--- src/sv/ledd_pkg.sv ---
// Shared types and constants for the addressable LED bit-slot driver.
package ledd_pkg;

    // Number of LEDs on the string.
    localparam int LED_COUNT    = 16;
    localparam int BITS_PER_LED = 24;
    localparam int DATA_SLOTS   = LED_COUNT * BITS_PER_LED;

    // Widths; the LED index, counter and slot position widths derive from the LED count.
    localparam int LED_AW = (LED_COUNT > 1) ? $clog2(LED_COUNT) : 1;
    localparam int CNT_W  = $clog2(LED_COUNT + 1);
    localparam int CFG_W  = 10;
    localparam int POS_W  = $clog2(DATA_SLOTS + (1 << CFG_W));
    localparam int BIT_W  = 5;
    localparam int GRB_W  = 24;

    // Configuration register indexes.
    localparam logic [1:0] CFG_DUTY_ONE    = 2'd0;
    localparam logic [1:0] CFG_DUTY_ZERO   = 2'd1;
    localparam logic [1:0] CFG_RESET_SLOTS = 2'd2;

    // Register reset values.
    localparam logic [CFG_W-1:0] DUTY_ONE_RST    = 10'd67;
    localparam logic [CFG_W-1:0] DUTY_ZERO_RST   = 10'd34;
    localparam logic [CFG_W-1:0] RESET_SLOTS_RST = 10'd64;

    // Item function codes.
    typedef enum logic [2:0] {
        FN_WRITE = 3'd0,
        FN_FILL  = 3'd1,
        FN_CLEAR = 3'd2,
        FN_START = 3'd3,
        FN_TICK  = 3'd4
    } t_func;

    // Control from the sequencer to the bit serializer.
    typedef struct packed {
        logic restart;
        logic load;
        logic emit;
    } t_ser_ctl;

    // Status from the bit serializer to the sequencer.
    typedef struct packed {
        logic              need_word;
        logic              last;
        logic [LED_AW-1:0] led;
    } t_ser_sts;

endpackage

--- src/sv/ledd_slot_ser.sv ---
// Bit serializer: shifts one pixel word out MSB first and tracks the slot position.
module ledd_slot_ser (
    input  logic                  i_clk,
    input  logic                  i_rst_n,
    input  ledd_pkg::t_ser_ctl    i_ctl,
    input  logic [23:0]           i_word,
    input  logic [9:0]            i_duty_one,
    input  logic [9:0]            i_duty_zero,
    input  logic [9:0]            i_reset_slots,
    output ledd_pkg::t_ser_sts    o_sts,
    output logic [9:0]            o_duty
);
    import ledd_pkg::*;

    logic [POS_W-1:0]  r_pos;
    logic [BIT_W-1:0]  r_bit;
    logic [LED_AW-1:0] r_led;
    logic [GRB_W-1:0]  r_shift;
    logic              in_data;
    logic [POS_W:0]    total;
    logic [POS_W:0]    pos_next;

    // Slot classification and end-of-frame compare against the live reset count.
    always_comb begin
        in_data  = r_pos < POS_W'(DATA_SLOTS);
        total    = (POS_W + 1)'(DATA_SLOTS) + (POS_W + 1)'(i_reset_slots);
        pos_next = {1'b0, r_pos} + (POS_W + 1)'(1);
        o_sts.last      = pos_next >= total;
        o_sts.need_word = in_data && (r_bit == '0);
        o_sts.led       = r_led;
        o_duty = in_data ? (r_shift[GRB_W-1] ? i_duty_one : i_duty_zero) : '0;
    end

    // Position counters: slot, bit within the LED, and LED.
    always_ff @(posedge i_clk) begin
        if (!i_rst_n) begin
            r_pos <= '0;
            r_bit <= '0;
            r_led <= '0;
        end else if (i_ctl.restart) begin
            r_pos <= '0;
            r_bit <= '0;
            r_led <= '0;
        end else if (i_ctl.emit) begin
            if (o_sts.last) begin
                r_pos <= '0;
                r_bit <= '0;
                r_led <= '0;
            end else begin
                r_pos <= pos_next[POS_W-1:0];
                if (in_data) begin
                    if (r_bit == BIT_W'(BITS_PER_LED - 1)) begin
                        r_bit <= '0;
                        r_led <= r_led + LED_AW'(1);
                    end else begin
                        r_bit <= r_bit + BIT_W'(1);
                    end
                end
            end
        end
    end

    // Pixel shift register, one bit leaves per data slot.
    always_ff @(posedge i_clk) begin
        if (i_ctl.load) begin
            r_shift <= i_word;
        end else if (i_ctl.emit && in_data) begin
            r_shift <= {r_shift[GRB_W-2:0], 1'b0};
        end
    end

endmodule

--- src/sv/addressable_led_bit_slot_driver.sv ---
// Top level of the addressable LED bit-slot driver: pixel store, frame copy and slot sequencer.
//
//  channel | direction | handshake              | payload
//  --------+-----------+------------------------+--------------------------------------------
//  item    | in        | i_valid / o_stall      | i_func, i_pixel_index, i_red, i_green, i_blue
//  result  | out       | o_valid / i_stall      | o_slot_duty, o_slot_valid, o_frame_done,
//          |           |                        | o_busy_flag, o_accepted
//  config  | in        | i_cfg_we (no wait)     | i_cfg_idx, i_cfg_data
//
// One item is worked on at a time. Write, clear, unknown codes and idle ticks pass through the
// exec and finish states; a tick while sending also passes the emit state, and the load state
// before it when a new pixel word is read from the frame copy. Fill walks the store one pixel a
// cycle, and start copies store to frame copy one pixel a cycle; fill uses the single store
// write port and start the single store read port. Reset is synchronous; the store reads as
// zero through per-pixel valid bits. A new item is taken while a finished result still waits
// on a stalled output; the next result waits in a holding register.
module addressable_led_bit_slot_driver (
    input  logic       i_clk,
    input  logic       i_rst_n,
    input  logic       i_valid,
    output logic       o_stall,
    input  logic [2:0] i_func,
    input  logic [7:0] i_pixel_index,
    input  logic [7:0] i_red,
    input  logic [7:0] i_green,
    input  logic [7:0] i_blue,
    output logic       o_valid,
    input  logic       i_stall,
    output logic [9:0] o_slot_duty,
    output logic       o_slot_valid,
    output logic       o_frame_done,
    output logic       o_busy_flag,
    output logic       o_accepted,
    input  logic       i_cfg_we,
    input  logic [1:0] i_cfg_idx,
    input  logic [9:0] i_cfg_data
);
    import ledd_pkg::*;

    typedef enum logic [2:0] {
        S_IDLE,
        S_EXEC,
        S_FILL,
        S_COPY,
        S_LOAD,
        S_EMIT,
        S_FIN
    } t_state;

    t_state            r_state;
    logic              r_sending;
    logic [CNT_W-1:0]  r_cnt;
    t_func             r_func;
    logic [7:0]        r_idx;
    logic [GRB_W-1:0]  r_grb;
    logic [CFG_W-1:0]  r_duty_one;
    logic [CFG_W-1:0]  r_duty_zero;
    logic [CFG_W-1:0]  r_reset_slots;
    logic [CFG_W-1:0]  r_res_duty;
    logic              r_res_valid;
    logic              r_res_done;
    logic              r_res_acc;

    // Pixel store and frame copy.
    logic [GRB_W-1:0]     r_store [LED_COUNT];
    logic [LED_COUNT-1:0] r_store_vld;
    logic [GRB_W-1:0]     r_store_rd;
    logic                 r_store_rv;
    logic [GRB_W-1:0]     r_snap [LED_COUNT];
    logic [GRB_W-1:0]     r_snap_rd;

    logic              idx_ok;
    logic              store_we;
    logic [LED_AW-1:0] store_wa;
    logic              snap_we;
    logic [LED_AW-1:0] snap_wa;
    logic [CNT_W-1:0]  cnt_prev;
    logic              copy_end;
    t_ser_ctl          ser_ctl;
    t_ser_sts          ser_sts;
    logic [CFG_W-1:0]  ser_duty;

    assign o_stall = (r_state != S_IDLE);

    // Memory port selection and serializer control.
    always_comb begin
        idx_ok   = r_idx < 8'(LED_COUNT);
        store_we = (r_state == S_FILL) ||
                   ((r_state == S_EXEC) && (r_func == FN_WRITE) && idx_ok);
        store_wa = (r_state == S_FILL) ? r_cnt[LED_AW-1:0] : r_idx[LED_AW-1:0];
        cnt_prev = r_cnt - CNT_W'(1);
        snap_wa  = cnt_prev[LED_AW-1:0];
        snap_we  = (r_state == S_COPY) && (r_cnt != '0);
        copy_end = (r_state == S_COPY) && (r_cnt == CNT_W'(LED_COUNT));
        ser_ctl.restart = copy_end;
        ser_ctl.load    = (r_state == S_LOAD);
        ser_ctl.emit    = (r_state == S_EMIT);
    end

    // Pixel store: one write port, one registered read port for the frame copy.
    always_ff @(posedge i_clk) begin
        if (store_we) begin
            r_store[store_wa] <= r_grb;
        end
        r_store_rd <= r_store[r_cnt[LED_AW-1:0]];
    end

    // Per-pixel valid bits; a pixel never written since clear reads as zero.
    always_ff @(posedge i_clk) begin
        if (!i_rst_n) begin
            r_store_vld <= '0;
            r_store_rv  <= 1'b0;
        end else begin
            r_store_rv <= r_store_vld[r_cnt[LED_AW-1:0]];
            if ((r_state == S_EXEC) && (r_func == FN_CLEAR)) begin
                r_store_vld <= '0;
            end else if (store_we) begin
                r_store_vld[store_wa] <= 1'b1;
            end
        end
    end

    // Frame copy: filled during start, read one word per LED while sending.
    always_ff @(posedge i_clk) begin
        if (snap_we) begin
            r_snap[snap_wa] <= r_store_rv ? r_store_rd : '0;
        end
        r_snap_rd <= r_snap[ser_sts.led];
    end

    ledd_slot_ser u_ser (
        .i_clk         (i_clk),
        .i_rst_n       (i_rst_n),
        .i_ctl         (ser_ctl),
        .i_word        (r_snap_rd),
        .i_duty_one    (r_duty_one),
        .i_duty_zero   (r_duty_zero),
        .i_reset_slots (r_reset_slots),
        .o_sts         (ser_sts),
        .o_duty        (ser_duty)
    );

    // Sequencer, configuration registers and output register.
    always_ff @(posedge i_clk) begin
        if (!i_rst_n) begin
            r_state       <= S_IDLE;
            r_sending     <= 1'b0;
            r_cnt         <= '0;
            r_duty_one    <= DUTY_ONE_RST;
            r_duty_zero   <= DUTY_ZERO_RST;
            r_reset_slots <= RESET_SLOTS_RST;
            o_valid       <= 1'b0;
        end else begin
            if (i_cfg_we) begin
                case (i_cfg_idx)
                    CFG_DUTY_ONE:    r_duty_one    <= i_cfg_data;
                    CFG_DUTY_ZERO:   r_duty_zero   <= i_cfg_data;
                    CFG_RESET_SLOTS: r_reset_slots <= i_cfg_data;
                    default: ;
                endcase
            end
            if (o_valid && !i_stall && (r_state != S_FIN)) begin
                o_valid <= 1'b0;
            end
            case (r_state)
                S_IDLE: begin
                    if (i_valid) begin
                        r_func  <= t_func'(i_func);
                        r_idx   <= i_pixel_index;
                        r_grb   <= {i_green, i_red, i_blue};
                        r_state <= S_EXEC;
                    end
                end
                S_EXEC: begin
                    r_cnt       <= '0;
                    r_res_duty  <= '0;
                    r_res_valid <= 1'b0;
                    r_res_done  <= 1'b0;
                    case (r_func)
                        FN_WRITE: begin
                            r_res_acc <= idx_ok;
                            r_state   <= S_FIN;
                        end
                        FN_FILL: begin
                            r_res_acc <= 1'b1;
                            r_state   <= S_FILL;
                        end
                        FN_CLEAR: begin
                            r_res_acc <= 1'b1;
                            r_state   <= S_FIN;
                        end
                        FN_START: begin
                            if (r_sending) begin
                                r_res_acc <= 1'b0;
                                r_state   <= S_FIN;
                            end else begin
                                r_res_acc <= 1'b1;
                                r_state   <= S_COPY;
                            end
                        end
                        FN_TICK: begin
                            r_res_acc <= 1'b1;
                            if (!r_sending) begin
                                r_state <= S_FIN;
                            end else if (ser_sts.need_word) begin
                                r_state <= S_LOAD;
                            end else begin
                                r_state <= S_EMIT;
                            end
                        end
                        default: begin
                            r_res_acc <= 1'b0;
                            r_state   <= S_FIN;
                        end
                    endcase
                end
                S_FILL: begin
                    r_cnt <= r_cnt + CNT_W'(1);
                    if (r_cnt == CNT_W'(LED_COUNT - 1)) begin
                        r_state <= S_FIN;
                    end
                end
                S_COPY: begin
                    r_cnt <= r_cnt + CNT_W'(1);
                    if (copy_end) begin
                        r_sending <= 1'b1;
                        r_state   <= S_FIN;
                    end
                end
                S_LOAD: r_state <= S_EMIT;
                S_EMIT: begin
                    r_res_duty  <= ser_duty;
                    r_res_valid <= 1'b1;
                    r_res_done  <= ser_sts.last;
                    if (ser_sts.last) begin
                        r_sending <= 1'b0;
                    end
                    r_state <= S_FIN;
                end
                S_FIN: begin
                    // Hand the result over once the output register is free.
                    if (!o_valid || !i_stall) begin
                        o_valid      <= 1'b1;
                        o_slot_duty  <= r_res_duty;
                        o_slot_valid <= r_res_valid;
                        o_frame_done <= r_res_done;
                        o_busy_flag  <= r_sending;
                        o_accepted   <= r_res_acc;
                        r_state      <= S_IDLE;
                    end
                end
                default: r_state <= S_IDLE;
            endcase
        end
    end

    // A frame's last slot always reports the string as no longer busy.
    a_done_not_busy: assert property (@(posedge i_clk) disable iff (!i_rst_n)
        o_valid |-> !(o_frame_done && o_busy_flag))
        else $error("frame done reported while still busy");

    // An emitted slot only comes from an accepted item.
    a_slot_accepted: assert property (@(posedge i_clk) disable iff (!i_rst_n)
        (o_valid && o_slot_valid) |-> o_accepted)
        else $error("slot emitted by a rejected item");

    // Sending starts only at the end of a full frame copy.
    a_send_after_copy: assert property (@(posedge i_clk) disable iff (!i_rst_n)
        $rose(r_sending) |-> ($past(r_state) == S_COPY))
        else $error("sending started without a frame copy");

    // The copy sweep ends with sending set.
    a_copy_sets_send: assert property (@(posedge i_clk) disable iff (!i_rst_n)
        copy_end |=> r_sending)
        else $error("frame copy finished but sending is clear");

endmodule

--- config.mk ---
export PLATFORM = sky130hd
export DESIGN_NAME = addressable_led_bit_slot_driver
export DESIGN_NICKNAME = d
export VERILOG_FILES = /design/src/sv/ledd_pkg.sv /design/src/sv/ledd_slot_ser.sv /design/src/sv/addressable_led_bit_slot_driver.sv
export SDC_FILE = /design/constraint.sdc
export NUM_CORES = 1
export LEC_CHECK = 0
export BUFFER_PORTS_ARGS = -buffer_cell sky130_fd_sc_hd__buf_2
export CORE_UTILIZATION = 55
export DETAILED_ROUTE_END_ITERATION = 12
export PLACE_DENSITY = 0.68
export SETUP_SLACK_MARGIN = 0.4
export SYNTH_ARGS = -nofsm -noshare
export SYNTH_HDL_FRONTEND = slang
export SYNTH_HIERARCHICAL = 1
export SYNTH_SLANG_ARGS = --single-unit
--- constraint.sdc ---
create_clock -name i_clk -period 12.8 [get_ports i_clk]
set_input_delay 2.56 -clock i_clk [delete_from_list [all_inputs] [get_ports i_clk]]
set_output_delay 2.56 -clock i_clk [all_outputs]
set_load 0.1 [all_outputs]
-- After elaboration in Yosys (flattened, before gate mapping)
Memories as Yosys holds them, arrays and structs flattened. A register that Yosys moved wholly into a read port is not among the register bits.
Cells that the tools add are included.
- register bits after elaboration: 163
- bits in writable memories: 768
- output and inout port bits: 16
- word-level logic and storage cells: 145
- memories: 2
- memory list (memory ; words ; bits a word ; rd ports ; clocked after Yosys merged registers in ; wr ports ; RTL line ; RTL):
    r_snap ; 16 ; 24 ; 1 ; 1 ; 1 ; addressable_led_bit_slot_driver.sv:69 ; logic [GRB_W-1:0] r_snap [LED_COUNT];
    r_store ; 16 ; 24 ; 1 ; 1 ; 1 ; addressable_led_bit_slot_driver.sv:65 ; logic [GRB_W-1:0] r_store [LED_COUNT];
- $add $sub $neg: 6
- $lt $le $gt $ge: 6
- eq/ne operators: 21
- mux-type cells: 42
- bitwise gates (word level): 2
- reduce and logical (&&, ||, !) cells: 41
- operators with widths (kind ; count):
    24-bit two-way mux ; 3
    3-bit one-hot mux with 7 select lines ; 1
    10-bit two-way mux ; 2
    10-bit one-hot mux with 2 select lines ; 1
    4-bit two-way mux ; 4
    16-bit OR ; 1
    3-bit two-way mux ; 5
    5-bit two-way mux ; 3
    1-bit two-way mux ; 13
    11-bit by 1-bit adder with 12-bit output, second input constant ; 1
    3-bit by 2-bit == test with 1-bit output, second input constant ; 4
    3-bit == test, second input constant ; 4
    12-bit >= comparator ; 1
    2-bit AND reduction ; 6
    3-bit AND reduction ; 4
    2-bit nonzero test ; 6
    9-bit by 10-bit adder with 11-bit output, first input constant ; 1
    11-bit by 9-bit less-than comparator with 1-bit output, second input constant ; 1
    11-bit two-way mux ; 1
    5-bit by 1-bit adder with 5-bit output, second input constant ; 2
    5-bit == test, second input constant ; 2
    1-bit logical AND ; 10
    4-bit by 5-bit less-than comparator with 1-bit output, second input constant ; 2
    5-bit one-hot mux with 2 select lines ; 1
    28 further kinds ; 39

-- Depth between registers and ports, before layout
Gate-level depths: netlist of run 1.
- word-level depth: 7
- gate-level depth with buffers: 13
- mapped depth without buffers: 12

-- Hierarchy
Netlist of run 1, hierarchy kept.
- modules (own cells, without submodules) (module ; times used ; cells each ; area each (um^2) ; sequential area each (um^2)):
    addressable_led_bit_slot_driver ; 1 ; 1671 ; 35004.8 ; 27025.9
    ledd_slot_ser ; 1 ; 254 ; 2686.3 ; 1121.1

-- Least setup slack after synthesis of run 1
Ideal clock, no wire load.
- path kind: in2reg
- start point: input port i_rst_n
- end point: register r_func[0], enable pin
- setup time: 0.471 ns
- data arrival time: 5.500 ns
- data required time: 12.329 ns
- path slack: 6.830 ns
- stages: 4
- buffers on the path: 2
- cell sequence: clkbuf_1 clkbuf_1 nand3b_1 nor3_1
- longest elaborated chain between the ends: 1
- ends and longest elaborated chain (element ; RTL line ; RTL):
    from (decl) ; addressable_led_bit_slot_driver.sv:19 ; input logic i_rst_n,
    3-bit AND reduction (no source line) ; - ;
    to (signal assigned) ; addressable_led_bit_slot_driver.sv:168 ; r_func <= t_func'(i_func);
    to (decl) ; addressable_led_bit_slot_driver.sv:53 ; t_func r_func;
No other way between the ends.
A chain may end at the register's enable or synchronous reset.

-- Worst setup path in the final report of run 1
- start point: register r_state[1]
- end point: output port o_stall
- longest elaborated chain between the ends: 1
- ends and longest elaborated chain (element ; RTL line ; RTL):
    from (decl) ; addressable_led_bit_slot_driver.sv:50 ; t_state r_state;
    from (signal assigned) ; addressable_led_bit_slot_driver.sv:146 ; r_state <= S_IDLE;
    from (signal assigned) ; addressable_led_bit_slot_driver.sv:171 ; r_state <= S_EXEC;
    from (signal assigned) ; addressable_led_bit_slot_driver.sv:182 ; r_state <= S_FIN;
    3-bit nonzero test ; addressable_led_bit_slot_driver.sv:83 ; assign o_stall = (r_state != S_IDLE);
    to (decl) ; addressable_led_bit_slot_driver.sv:21 ; output logic o_stall,
No other way between the ends.

==> results.yml, run 1 <==
layout:
  fillers: 4643
  fin_nets: 2113
  antennaDiodeCount: 0
  final_common_cell: "edfxtp_1"
  seqCellArea_um2: 28200
  final_cells: 2990
  multi_input_area_um2: 8910
  final_layout_size_suffix_gt1_frac: 0.262
  final_cell_mix: "edfxtp_1 (854), mux4_2 (220), dfxtp_1 (118), clkbuf_16 (97), nand2_1 (91)"
  synthToLayoutAreaGrowth_pct: 11.9
global_route:
  grt_pass1_vias: 18800
  grt_max_degree: 69
  antenna_found_initial: 2
  grt_use_total: 0.226
  grt_pass1_wl_mm: 117
  grt_overflow_total: 0
clocking:
  cts_resized: 0
  cts_tree: "yes"
  holdBufCountCts: 0
  clk-insertion-delay-late_ns: 0.65
  postCtsSetupBuffers: 0
  clock_tree.buffer_depth: 3
  clkSlewWorstSetupHoldPaths_ns: 0.06
  cts_max_level: 3
  numCtsBuffers: 96
  cts_root_buf: "clkbuf_16"
  cts_sinks: 979
floorplan:
  core_um2: 67500
  die_w_um: 264
  start_util: 0.558
  ios: 68
  die_h_um: 264
  rows: 95
  die-area_um2: 69600
worst_hold_path:
  min_path_type: "flip-flop to flip-flop"
timing:
  max-slew-margin-rel: 0.164
  whs_ns: 0.426
  drv_slew: 0
  clock_skew_ns: 0.0232
  tightestPinTransition_ns: 1.25
  finalSetupTns_ns: 0
  post-route-period-util: 0.355
  setup_viol: 0
  rsz0062_at_grt: "no"
  hold_viol_final: 0
  finalCriticalPeriod_ns: 4.55
  timing.fmax_mhz: 220
placement:
  place.port_buffers: 67
  dp_cells: 2813
  hpwl_mm: 41.0
  place.gp.congestion: 0.793
yosys:
  synth_area_um2: 37700
  synthFlopType: "edfxtp_1"
  async_reset_ff_frac: 0
  seq_area_frac_synth: 0.747
  synth-edff-count: 854
  syn_avg_cell_area_um2: 19.6
  syn_inst: 1925
  yosys_warnings: 6
  syn_nets: 2000
  ys_seq_elements: 979
  synth.distinct_cells: 73
critical_path:
  slowest_delay_ns: 0.74
  slowest_stage: "dfxtp_1"
  crit_chain: "or3_1 -> buf_2"
  path_max_fanout: 23
  r2r_cells: 7
  startpoint: "r_state[1]$_SDFFE_PN0P_"
  end_kind: "output pin"
  reg2reg_slack_ns: 8.62
  startpoint_type: "flip-flop"
  rr_endpoint: "r_snap[14][10]$_DFFE_PP_"
  worstPathArrival_ns: 1.99
  crit_type: "flip-flop to output pin"
  endpoint: "o_stall"
  worstPathRequired_ns: 10.24
  r2r_start: "r_cnt[1]$_SDFFE_PN0P_"
pwr:
  peakVddDrop_mv: 0.169
  power_leakage_nw: 13.0
  p_total_mw: 7.22
  power_density_nw_per_um2: 171
routing:
  drt-vias-per-instance: 6.04
  dr_wl_met2_mm: 38.4
  antenna_left: 0
  wl_met3_mm: 4.11
  routed_wl_mm: 76.4
  drtPass1Iterations: 5
  wl_per_cell_um: 25.6
  wl_met1_mm: 32.1
  drc: 0
  first_iter_violations: 1400
  topRoutingLayerUsed: "met4"
  num_vias: 18100
run:
  cap_violations: 0
run_status:
  status: "completed"
## power breakdown
group,total (mW),internal (mW),switching [mW]
combinational,0.669,0.303,0.365
clock,2.76,1.59,1.17
sequential,3.80,3.65,0.144
total,7.22,5.54,1.68
## critical path, delay by kind of cell (launching register included)
kind                   cells  cell delay, ns
DFF                        1            0.74
and+or+nand+nor            1            0.19
buffers and inverters      1            0.42
## cell usage after synthesis, types with 3 or more instances
cell / number / area share
o211ai_1: 17 / 0.0034
nor3_1: 4 / 0.00053
a21boi_0: 9 / 0.0018
ha_1: 23 / 0.0076
nor2_1: 37 / 0.0037
and2_1: 64 / 0.011
buf_2: 24 / 0.0032
xor2_1: 3 / 0.00070
edfxtp_1: 854 / 0.68
xnor2_1: 7 / 0.0016
buf_1: 5 / 0.00050
clkbuf_1: 59 / 0.0059
or3_1: 4 / 0.00066
o21ai_0: 9 / 0.0012
inv_1: 49 / 0.0049
buf_8: 4 / 0.0016
nor3b_1: 5 / 0.0010
mux2_2: 28 / 0.0084
buf_4: 7 / 0.0014
mux4_2: 220 / 0.13
nand2b_1: 17 / 0.0028
nand2_1: 91 / 0.0091
mux2i_1: 33 / 0.0088
nand3_1: 25 / 0.0033
a31oi_1: 30 / 0.0050
dfxtp_1: 125 / 0.066
nand4_1: 4 / 0.00066
o41ai_1: 3 / 0.00070
nand4b_1: 3 / 0.00070
nand3b_1: 9 / 0.0018
and3_1: 6 / 0.0010
nor2b_1: 32 / 0.0053
a211oi_1: 27 / 0.0054
o21ai_1: 3 / 0.00040
a22oi_1: 3 / 0.00060
a21oi_1: 38 / 0.0050
## per-stage QoR
step | cell area [um2] | setup slack [ns] | util
6_report | 42200 | 8.25 | 0.625
2_1_floorplan | 37700 | 6.83 | -
5_1_grt | 42200 | 8.14 | 0.625
3_5_place_dp | 39100 | 8.17 | 0.579
3_3_place_gp | 39100 | 8.32 | 0.579
4_1_cts | 42200 | 8.24 | 0.625
## logic make-up (layout without fill, tap and decap cells)
family,count (synthesis),count (layout),synth area share
buf+inv,152,344,0.0182
flops,979,979,0.747
xor+xnor,10,10,0.00232
mux,282,282,0.149
compound gates,158,158,0.0287
simple gates,321,321,0.0474
fa+ha+maj,23,23,0.00764
## worst min-delay path by stage
| stage | slack, ns | startpoint | cells past startpoint | to |
|---|---|---|---|---|
| floorplan | 0.40 | r_res_acc$_DFFE_PP_ | 0 | o_accepted$_DFFE_PP_ |
| global placement | 0.41 | r_res_valid$_DFFE_PP_ | 0 | o_slot_valid$_DFFE_PP_ |
| detailed placement | 0.41 | r_res_duty[0]$_SDFFCE_PN0P_ | 0 | o_slot_duty[0]$_DFFE_PP_ |
| CTS | 0.42 | r_res_duty[0]$_SDFFCE_PN0P_ | 0 | o_slot_duty[0]$_DFFE_PP_ |
| global route | 0.43 | r_res_duty[0]$_SDFFCE_PN0P_ | 0 | o_slot_duty[0]$_DFFE_PP_ |
| finish | 0.43 | r_res_duty[6]$_SDFFCE_PN0P_ | 0 | o_slot_duty[6]$_DFFE_PP_ |
## layer usage
layer	GRT usage	vias up
li1	-	7963
met1	0.314	9491
met2	0.374	479
met3	0.0357	126
met4	0.0643	0
met5	0	-
## state kept, by name, indices dropped and copies added, names as in the netlist, 3 cells and up
register,cells
r_res_duty,10
r_snap_rd,24
r_duty_one,10
u_ser/r_pos,11
r_snap,384
r_func,3
r_duty_zero,10
r_store,384
r_reset_slots,10
o_slot_duty,10
r_grb,24
r_cnt,5
r_idx,8
r_store_vld,16
r_store_rd,24
r_state,3
u_ser/r_led,4
u_ser/r_bit,5
u_ser/r_shift,24
## cell type report
type                    instances  area share
flip-flops and latches        979       0.668
repair buffers                116      0.0167
well taps                     873      0.0259
clock inverters                53      0.0121
inverters                      51     0.00454
multi-input cells             794       0.211
clock buffers                 124      0.0618
(Power assumes the default switching activity.)
==> run 2: changes to the inputs <==
Clock period 12.8 ns to 4.42 ns, I/O delays scaled along.
==> results.yml, run 2 (same netlist as run 1, synthesis figures left out) <==
run_status:
  status: "completed"
global_route:
  grt_max_degree: 65
  grt_pass1_wl_mm: 118
  grt_overflow_total: 0
  antenna_found_initial: 3
  grt_use_total: 0.229
  grt_pass1_vias: 18700
timing:
  drv_slew: 0
  post-route-period-util: 0.776
  rsz0062_at_grt: "no"
  max-slew-margin-rel: 0.210
  clock_skew_ns: 0.0233
  setup_ws_ns: 0.992
  timing.fmax_mhz: 292
  whs_ns: 0.401
  hold_viol_final: 0
  tightestPinTransition_ns: 1.18
  finalCriticalPeriod_ns: 3.43
  finalSetupTns_ns: 0
  setup_viol: 0
clocking:
  cts_resized: 0
  clkSlewWorstSetupHoldPaths_ns: 0.06
  cts_tree: "yes"
  cts_root_buf: "clkbuf_16"
  holdBufCountCts: 0
  clock_tree.buffer_depth: 3
  clk-insertion-delay-late_ns: 0.66
  cts_max_level: 3
  cts_sinks: 979
  numCtsBuffers: 95
  postCtsSetupBuffers: 0
placement:
  place.port_buffers: 67
  hpwl_mm: 42.1
  place.gp.congestion: 0.765
  place_ws_ns: 1.03
critical_path:
  crit_family: "simple AND/OR/NAND/NOR gates"
  path_max_fanout: 12
  path_buf_inv: 1
  slowest_stage: "dfxtp_1"
  slowest_delay_ns: 0.45
  startpoint_type: "flip-flop"
  crit_chain: "and4_4 -> and4_4 -> nand3_1 -> xnor2_1 -> ha_1 -> a21oi_1 -> nor2b_1 -> a311o_1 -> nor3_4 -> buf_4 -> a21oi_1 -> mux2_2"
  crit_type: "flip-flop to flip-flop"
  worstPathArrival_ns: 3.96
  end_kind: "flip-flop"
  worstPathRequired_ns: 4.96
pwr:
  power_density_nw_per_um2: 495
  power_leakage_nw: 13.1
  peakVddDrop_mv: 0.382
layout:
  fin_nets: 2123
  synthToLayoutAreaGrowth_pct: 12.3
  post-route-util: 0.627
  antennaDiodeCount: 0
  largest_registers: "r_snap x384, r_store x384"
  final_cell_mix: "edfxtp_1 (854), mux4_2 (220), dfxtp_1 (118), clkbuf_16 (96), nand2_1 (91)"
  final_layout_size_suffix_gt1_frac: 0.259
  final_common_cell: "edfxtp_1"
routing:
  num_vias: 18200
  routed_wl_mm: 77.7
  wl_per_cell_um: 25.9
  drt-vias-per-instance: 6.08
  drtPass1Iterations: 5
  first_iter_violations: 1432
  antenna_left: 0
  drc: 0
floorplan:
  die_w_um: 264
  die_h_um: 264
  start_util: 0.558
  core_um2: 67500
  die-area_um2: 69600
  ios: 68
  rows: 95
worst_hold_path:
  min_path_type: "primary input to flip-flop"
run:
  cap_violations: 0
## run 2: per-layer routing
metal  wire length, um  vias to the layer above  part of all wire  track usage
met5                26                        -           0.00033            0
met1             32500                     9563              0.42        0.318
met4              1590                        4             0.020       0.0592
li1                  -                     7974                 -            -
met2             39000                      574              0.50        0.380
met3              4550                      120             0.059       0.0382
## run 2: through the flow
step / std cells / total power [mW] / cell area, um2
floorplan: 1925 / 12.5 / 37700
CTS: 2999 / 21.1 / 42300
finish: 2999 / 21.0 / 42300
global route: 2999 / 21.7 / 42300
detailed placement: 2824 / 13.2 / 39200
global placement: 2824 / 13.1 / 39200
## run 2: area by class of cell
cell class / instances / area (um2)
Sequential cell: 979 / 28200
Inverter: 51 / 191
Clock buffer: 132 / 2620
Tap cell: 873 / 1090
Timing Repair Buffer: 127 / 873
Multi-Input combinational cell: 794 / 8910
Clock inverter: 43 / 465
Fill cell: 4605 / 25200
## run 2: where the power goes
part | total, mW | leakage, nW | internal (mW) | switching [mW]
Sequential | 11.0 | 8.34 | 10.6 | 0.383
Clock | 7.97 | 1.49 | 4.62 | 3.35
Combinational | 2.03 | 3.28 | 0.899 | 1.13
Total | 21.0 | 13.1 | 16.1 | 4.86
## run 2: path summary, 6_finish.rpt
check                                            startpoint  slack (ns)  cells after the start                           to
worst max-delay path            u_ser/r_pos[2]$_SDFFE_PP0P_        0.99                     12  u_ser/r_bit[3]$_SDFFE_PP0P_
worst min-delay path                             i_green[3]        0.40                      1          r_grb[19]$_DFFE_PP_
worst max register to register  u_ser/r_pos[2]$_SDFFE_PP0P_        0.99                     12  u_ser/r_bit[3]$_SDFFE_PP0P_
worst min register to register  r_res_duty[5]$_SDFFCE_PN0P_        0.42                      0     o_slot_duty[5]$_DFFE_PP_
